**config.mk**
```make
export PLATFORM = sky130hd
export DESIGN_NAME = distinct_subsequence_counter
export DESIGN_NICKNAME = d
export VERILOG_FILES = /design/src/hw/rtl/dsc_pkg.sv /design/src/hw/rtl/dsc_ram.sv /design/src/hw/rtl/dsc_mod_add.sv /design/src/hw/rtl/distinct_subsequence_counter.sv
export SDC_FILE = /design/constraint.sdc
export NUM_CORES = 2
export LEC_CHECK = 0
export CAP_MARGIN = 20
export CORE_AREA = 4 4 560 396
export DETAILED_ROUTE_END_ITERATION = 6
export DIE_AREA = 0 0 564 400
export DONT_BUFFER_PORTS = 1
export GPL_TIMING_DRIVEN = 0
export HOLD_SLACK_MARGIN = 0.06
export SLEW_MARGIN = 10
export SYNTH_ARGS = -nofsm -noshare
export SYNTH_HDL_FRONTEND = slang
export SYNTH_HIERARCHICAL = 1
export SYNTH_SLANG_ARGS = --single-unit
```
**constraint.sdc**
```tcl
create_clock -name clk -period 10.7 [get_ports clk]
set_input_delay 2.14 -clock clk [delete_from_list [all_inputs] [get_ports clk]]
set_output_delay 2.14 -clock clk [all_outputs]
set_load 0.02 [all_outputs]
```
**src/hw/rtl/dsc_pkg.sv**
```systemverilog
// ----------------------------------------------------------------------------
// dsc_pkg
// Shared types and constants for the distinct subsequence counter.
// ----------------------------------------------------------------------------
`default_nettype none

package dsc_pkg;

  localparam int CountW = 30;
  localparam int SymW   = 8;
  localparam int PosW   = 6;
  localparam int LenW   = 7;

  // prime modulus for all count arithmetic
  localparam logic [CountW-1:0] Modulus = 30'd1000000007;

  typedef logic [CountW-1:0] count_t;
  typedef logic [SymW-1:0]   sym_t;
  typedef logic [PosW-1:0]   pos_t;
  typedef logic [LenW-1:0]   len_t;

  typedef enum logic {
    ACT_LOAD = 1'b0,
    ACT_TEXT = 1'b1
  } action_t;

  typedef enum logic [1:0] {
    ST_IDLE,
    ST_WALK,
    ST_DRAIN,
    ST_DONE
  } state_t;

endpackage

`default_nettype wire

```
**src/hw/rtl/dsc_ram.sv**
```systemverilog
// ----------------------------------------------------------------------------
// dsc_ram
// Simple dual-port RAM: one write port, one registered read port.
// ----------------------------------------------------------------------------
`default_nettype none

module dsc_ram #(
  parameter int Width = 8,
  parameter int Depth = 64,
  parameter int AddrW = (Depth > 1) ? $clog2(Depth) : 1
) (
  input  wire logic             clk,
  input  wire logic             we,
  input  wire logic [AddrW-1:0] waddr,
  input  wire logic [Width-1:0] wdata,
  input  wire logic             re,
  input  wire logic [AddrW-1:0] raddr,
  output logic      [Width-1:0] rdata
);

  logic [Width-1:0] mem [Depth];

  always_ff @(posedge clk) begin
    if (we) begin
      mem[waddr] <= wdata;
    end
  end

  always_ff @(posedge clk) begin
    if (re) begin
      rdata <= mem[raddr];
    end
  end

endmodule

`default_nettype wire

```
**src/hw/rtl/dsc_mod_add.sv**
```systemverilog
// ----------------------------------------------------------------------------
// dsc_mod_add
// Modular adder: (a + b) mod prime, both operands already reduced.
// ----------------------------------------------------------------------------
`default_nettype none

module dsc_mod_add (
  input  wire dsc_pkg::count_t a,
  input  wire dsc_pkg::count_t b,
  output dsc_pkg::count_t      sum
);
  import dsc_pkg::*;

  logic [CountW:0] raw;
  logic [CountW:0] red;

  assign raw = {1'b0, a} + {1'b0, b};
  assign red = raw - {1'b0, Modulus};
  assign sum = (raw >= {1'b0, Modulus}) ? red[CountW-1:0] : raw[CountW-1:0];

endmodule

`default_nettype wire

```
**src/hw/rtl/distinct_subsequence_counter.sv**
```systemverilog
// ----------------------------------------------------------------------------
// distinct_subsequence_counter
// Counts, mod 1000000007, the distinct occurrences of a pattern as a
// subsequence of a streamed text, one count-memory position per cycle.
// ----------------------------------------------------------------------------
// Load transaction: taken in IDLE, which it does not leave. Text transaction:
// L = active pattern length (at most PATTERN_MAX); the count RAM read port
// walks positions L down to 0, one per cycle, through a single modular adder.
// DRAIN and DONE follow; on the last byte DONE waits for a free output register.
// Reset (sync, active low) clears length, control and the count epoch; the
// pattern RAM is undefined until written. No clearing pass is needed.
// ----------------------------------------------------------------------------
`default_nettype none

module distinct_subsequence_counter #(
  parameter int PATTERN_MAX = 64
) (
  input  wire logic            clk,
  input  wire logic            rst_n,
  // configuration: pattern length
  input  wire logic            cfg_wr_en,
  input  wire dsc_pkg::len_t   cfg_wr_data,
  // input channel
  input  wire logic            in_valid,
  output logic                 in_stall,
  input  wire logic            in_action,
  input  wire dsc_pkg::pos_t   in_position,
  input  wire dsc_pkg::sym_t   in_symbol,
  input  wire logic            in_last,
  // result channel
  output logic                 out_valid,
  input  wire logic            out_stall,
  output dsc_pkg::count_t      out_count
);
  import dsc_pkg::*;

  // Count RAM holds PATTERN_MAX+1 entries; pattern RAM holds PATTERN_MAX.
  localparam int CntAw = $clog2(PATTERN_MAX + 1);
  localparam int PatAw = (PATTERN_MAX > 1) ? $clog2(PATTERN_MAX) : 1;

  // --------------------------------------------------------------------------
  // Registers
  // --------------------------------------------------------------------------
  state_t           state_r, state_nxt;
  len_t             pattern_length_r;
  sym_t             sym_r;
  logic             last_r;
  logic [CntAw-1:0] len_r;        // active length latched per text byte
  logic [CntAw-1:0] issue_k_r;    // position whose old count is being read
  logic             rd_valid_r;   // RAM read data valid this cycle
  logic [CntAw-1:0] rd_k_r;       // position of the data now arriving
  logic             rd_first_r;   // arriving data is entry L (nothing to write)
  count_t           hi_r;         // old count of position rd_k_r + 1
  count_t           result_r;     // new count of position L
  // High-water mark: entries above it were not written since the last
  // restart and read as zero. Entry 0 is never written and reads as one.
  logic [CntAw-1:0] hw_r;
  logic             out_valid_r;
  count_t           out_count_r;

  // --------------------------------------------------------------------------
  // Handshakes and decode
  // --------------------------------------------------------------------------
  logic             in_accept;
  logic             load_accept;
  logic             text_accept;
  logic [CntAw-1:0] act_len;
  logic             pos_ok;

  // FSM outputs
  logic             issue;
  logic             finish;
  logic             out_load;
  logic             can_load;

  assign in_accept   = in_valid && !in_stall;
  assign load_accept = in_accept && (in_action == ACT_LOAD);
  assign text_accept = in_accept && (in_action == ACT_TEXT);
  assign pos_ok      = int'(in_position) < PATTERN_MAX;

  // saturate the programmed length at the store depth
  assign act_len = (int'(pattern_length_r) > PATTERN_MAX) ? CntAw'(PATTERN_MAX)
                                                          : CntAw'(pattern_length_r);

  // output register frees when empty or taken this cycle
  assign can_load = !out_valid_r || !out_stall;

  // --------------------------------------------------------------------------
  // Memories
  // --------------------------------------------------------------------------
  sym_t   pat_rdata;
  count_t cnt_rdata;
  count_t lo_eff;
  count_t sum;
  count_t new_cnt;
  logic   match;
  logic   cnt_we;
  logic [CntAw-1:0] cnt_waddr;

  dsc_ram #(
    .Width (SymW),
    .Depth (PATTERN_MAX),
    .AddrW (PatAw)
  ) u_pat_ram (
    .clk   (clk),
    .we    (load_accept && pos_ok),
    .waddr (PatAw'(in_position)),
    .wdata (in_symbol),
    .re    (issue),
    .raddr (issue_k_r[PatAw-1:0]),
    .rdata (pat_rdata)
  );

  dsc_ram #(
    .Width (CountW),
    .Depth (PATTERN_MAX + 1),
    .AddrW (CntAw)
  ) u_cnt_ram (
    .clk   (clk),
    .we    (cnt_we),
    .waddr (cnt_waddr),
    .wdata (new_cnt),
    .re    (issue),
    .raddr (issue_k_r),
    .rdata (cnt_rdata)
  );

  // --------------------------------------------------------------------------
  // Update datapath: entry k+1 += entry k when pattern[k] matches the byte
  // --------------------------------------------------------------------------
  assign lo_eff = (rd_k_r == '0)  ? CountW'(1) :
                  (rd_k_r > hw_r) ? '0         : cnt_rdata;

  assign match = (pat_rdata == sym_r);

  dsc_mod_add u_mod_add (
    .a   (hi_r),
    .b   (lo_eff),
    .sum (sum)
  );

  // every entry 1..L is rewritten so it joins the current epoch
  assign new_cnt   = match ? sum : hi_r;
  assign cnt_we    = rd_valid_r && !rd_first_r;
  assign cnt_waddr = rd_k_r + CntAw'(1);

  // --------------------------------------------------------------------------
  // Sequencer
  // --------------------------------------------------------------------------
  always_comb begin
    state_nxt = state_r;
    unique case (state_r)
      ST_IDLE: begin
        if (text_accept) state_nxt = ST_WALK;
      end
      ST_WALK: begin
        if (issue_k_r == '0) state_nxt = ST_DRAIN;
      end
      ST_DRAIN: begin
        state_nxt = ST_DONE;
      end
      ST_DONE: begin
        if (!last_r || can_load) state_nxt = ST_IDLE;
      end
      default: state_nxt = ST_IDLE;
    endcase
  end

  always_comb begin
    in_stall = 1'b1;
    issue    = 1'b0;
    finish   = 1'b0;
    out_load = 1'b0;
    unique case (state_r)
      ST_IDLE:  in_stall = 1'b0;
      ST_WALK:  issue    = 1'b1;
      ST_DRAIN: ;
      ST_DONE: begin
        finish   = !last_r || can_load;
        out_load = last_r && can_load;
      end
      default: ;
    endcase
  end

  // control state
  always_ff @(posedge clk) begin
    if (!rst_n) begin
      state_r          <= ST_IDLE;
      pattern_length_r <= '0;
      rd_valid_r       <= 1'b0;
      hw_r             <= '0;
      out_valid_r      <= 1'b0;
    end else begin
      state_r    <= state_nxt;
      rd_valid_r <= issue;
      if (cfg_wr_en) pattern_length_r <= cfg_wr_data;
      if (finish) begin
        // last byte restarts the counts; otherwise the written range grows
        if (last_r)           hw_r <= '0;
        else if (len_r > hw_r) hw_r <= len_r;
      end
      if (out_load)                     out_valid_r <= 1'b1;
      else if (out_valid_r && !out_stall) out_valid_r <= 1'b0;
    end
  end

  // payload
  always_ff @(posedge clk) begin
    if (text_accept) begin
      sym_r     <= in_symbol;
      last_r    <= in_last;
      len_r     <= act_len;
      issue_k_r <= act_len;
      result_r  <= CountW'(1);   // empty pattern counts one
    end
    if (issue) begin
      rd_k_r     <= issue_k_r;
      rd_first_r <= (issue_k_r == len_r);
      if (issue_k_r != '0) issue_k_r <= issue_k_r - CntAw'(1);
    end
    if (rd_valid_r) begin
      hi_r <= lo_eff;
      if (cnt_we && (cnt_waddr == len_r)) result_r <= new_cnt;
    end
    if (out_load) out_count_r <= result_r;
  end

  assign out_valid = out_valid_r;
  assign out_count = out_count_r;

endmodule

`default_nettype wire

```
==> flow_summary_export.csv <==
group,metric,value,unit
status,status,"finished, violations left",
status,violations,"antenna rules",
pwr,power_density,251,nW/µm²
setup_path,cp_max_fo,50,
sta,maxSlewViolCount,0,
global_route,gr-usage-all-layers,0.252,
routing,post_drt_wl_per_cell,31.9,µm
cts,clkTransAtPathRegs,0.07,ns
sta,fin_tns_setup,0,ns
routing,vias,56300,
cts,cts_buffers,243,
global_route,grt_pass1_wl,403,mm
setup_path,cp_data_arrival_time,8.34,ns
place,dpl_cell_area,112000,µm²
worst_hold_path,min_from,"result_r[14]",
global_route,grt_start_max_net_pins,67,
synthesis,postSynth.asyncResetShare,0,
cts,cts_resized,0,
pwr,leakage,37.3,nW
setup_path,path_class,"reg -> reg",
cts,cts_root_buffer,"clkbuf_16",
sta,min_period,7.60,ns
cts,cts_tree,"built",
die,die_area,226000,µm²
worst_hold_path,hold_path_depth,0,
die,die_w,564,µm
routing,routed_via_density,6.29,
final_layout,synthToLayoutAreaGrowth,13.5,%
routing,drtPass1Iterations,5,
final_layout,drive_gt1_frac,0.208,
place,port_buffers,0,
routing,drtIter0Drc,7507,
setup_path,r2r-start,"rd_k_r[0]",
routing,drc,0,
sta,finalHoldViolCount,0,
sta,skew,0.0518,ns
synthesis,synth_top_area_frac,0.736,
place,pre_cts_ws,3.13,ns
global_route,grt_pass1_vias,53600,
cts,postCtsHoldBufs,0,
synthesis,yosys-top-cells-area,"edfxtp_1, mux4_2, mux2i_1",
synthesis,synth_ff_type,"edfxtp_1",
sta,worst_pin_slew,1.25,ns
job,maxCapViolCount,0,
synthesis,syn_area_per_cell,19.3,µm²
setup_path,cp-start-kind,"flip-flop",
global_route,overflow,0,
sta,setup_viol,0,
global_route,antenna_found_initial,37,
sta,rsz0062_at_grt,"no",
place,place_congestion,0.895,
die,num_rows,143,
final_layout,final_core_util,0.554,
synthesis,yosys.area.top_type,"edfxtp_1",
setup_path,worst_ep_required_time,11.44,ns
cts,postCtsSetupBuffers,0,
synthesis,ys_ff_latch,2639,
synthesis,synth_nets,5535,
synthesis,synth_edf_count,2584,
sta,postLayoutSetupSlackWorst,3.10,ns
setup_path,critPathCaptureType,"flip-flop",
final_layout,fillers,16600,
die,core_area,216000,µm²
place,place_hpwl,197,mm
pwr,peakVddDrop,0.173,mV
sta,whs,0.424,ns
sta,fmax,132,MHz
routing,totalWireLength,286,mm
setup_path,reg2reg_depth,26,
die,pin_count,60,
synthesis,synth_cells,5454,
synthesis,ys_warn_count,6,
die,die_y,400,µm
synthesis,synth_cell_types,90,
die,initial_utilization,0.488,
setup_path,rr_endpoint,"result_r[11]",
sta,max_slew_margin,0.164,
worst_hold_path,holdCritPathClass,"reg -> reg",
synthesis,yosysSeqAreaShare,0.747,
cts,clock_sinks,2639,
setup_path,rrSetupSlack,3.10,ns
final_layout,nNetsFinal,5906,
cts,insertion_delay,0.89,ns
routing,final_antenna_net_count,1,
synthesis,syn_area,105000,µm²
final_layout,final_cell_area,120000,µm²
sta,period_share,0.710,
cts,h-tree-depth,4,
worst_hold_path,hold_end,"out_count[14]",
cts,clk_path_buf_depth,4,
-- how the worst max path moves through the flow --
stage,from,to,slack (ns)
after floorplan,rd_k_r[4],result_r[21],4.92
after global placement,rd_k_r[0],u_cnt_ram/mem[19][16],2.30
after detailed placement,rd_k_r[0],result_r[12],3.13
after CTS,rd_k_r[0],result_r[12],3.10
after global routing,rd_k_r[0],u_cnt_ram/mem[19][20],2.60
final,rd_k_r[0],result_r[11],3.10
-- layer usage --
metal	routed length, µm	up-vias	GRT usage
met5	32	-	0
met4	6250	6	0.0541
met3	30400	379	0.0597
met2	119000	2770	0.345
met1	130000	30000	0.408
li1	-	23200	-
-- sequential cells by signal (all words and copies together), names as in the netlist --
| signal | flops |
|---|---|
| out_valid | 1 |
| sym_r | 8 |
| rd_first_r | 1 |
| u_pat_ram/rdata | 8 |
| rd_valid_r | 1 |
| last_r | 1 |
| result_r | 30 |
| rd_k_r | 7 |
| issue_k_r | 7 |
| out_count | 30 |
| u_pat_ram/mem | 512 |
| pattern_length_r | 7 |
| hi_r | 30 |
| hw_r | 7 |
| u_cnt_ram/rdata | 30 |
| state_r | 2 |
| u_cnt_ram/mem | 1950 |
| len_r | 7 |
-- cell usage after synthesis (55+ instances only) --
library cell / instances
clkbuf_1: 132
and2_1: 62
dfxtp_1: 55
a21oi_1: 96
xnor2_1: 61
nor2_1: 219
buf_2: 105
mux4_2: 426
o221ai_1: 68
mux2_2: 76
nor2b_1: 126
edfxtp_1: 2584
nand2_1: 101
a211oi_1: 162
mux2i_1: 393
o21ai_0: 90
-- cell type report --
type / instances / area (µm²) / share of cell area
inverters: 32 / 120 / 0.00100
well taps: 2900 / 3630 / 0.0303
plain buffers: 305 / 1580 / 0.0132
clock inverters: 143 / 1210 / 0.0102
repair buffers: 126 / 2290 / 0.0191
clock buffers: 294 / 6340 / 0.0530
multi-input cells: 2478 / 25700 / 0.214
diodes: 44 / 110 / 0.000920
flip-flops and latches: 2639 / 78700 / 0.658
-- critical path, cell delays in order, from the launching register on --
cell and delay [ns]:
edfxtp_1 0.47, inv_1 0.44, ha_1 0.24, nor2b_1 0.04, o21ai_0 0.14, a21oi_1 0.09, a211oi_1 0.31, o21a_1 0.25
clkbuf_1 0.30, and2_1 0.31, inv_1 0.09, fa_1 0.47, nand2b_2 0.23, a211oi_2 0.43, o211a_1 0.26, o21ai_1 0.10
a21oi_1 0.27, nor3_1 0.10, nor3b_2 0.46, o311ai_2 0.20, o211ai_2 0.46, buf_2 0.35, nor2_1 0.09, xnor2_1 0.17
mux2_4 0.42, buf_16 0.21, mux2_1 0.40
-- power by group --
part / total, mW / internal, mW / switching [mW] / leakage [nW]
sequential: 12.1 / 12.0 / 0.160 / 23.7
combinational: 9.46 / 3.26 / 6.20 / 9.94
clock: 8.41 / 4.66 / 3.75 / 3.69
total: 30.0 / 19.9 / 10.1 / 37.3
-- stage by stage --
stage	instances	total power, mW
after global routing	8917	31.1
final	8961	30.0
after CTS	8912	30.0
after detailed placement	8475	21.6
after global placement	8354	21.4
after floorplan	5454	17.8
-- logic make-up after synthesis --
group | after synthesis | share of synthesized area
buf+inv | 337 | 0.0161
xor+xnor | 84 | 0.00698
compound gates | 686 | 0.0483
mux | 925 | 0.140
simple gates | 730 | 0.0361
flops | 2639 | 0.747
fa+ha+maj | 53 | 0.00636
-- placed cells by master (no fill, tap or decap), types with 90 or more instances in the layout --
| cell type | count |
|---|---|
| buf_2 | 106 |
| clkbuf_1 | 177 |
| mux2i_1 | 393 |
| a21oi_1 | 96 |
| o21ai_0 | 90 |
| a211oi_1 | 162 |
| clkbuf_16 | 245 |
| nor2_1 | 162 |
| edfxtp_1 | 2584 |
| nor2b_1 | 126 |
| nand2_1 | 101 |
| mux4_2 | 426 |
(Power assumes the default switching activity.)
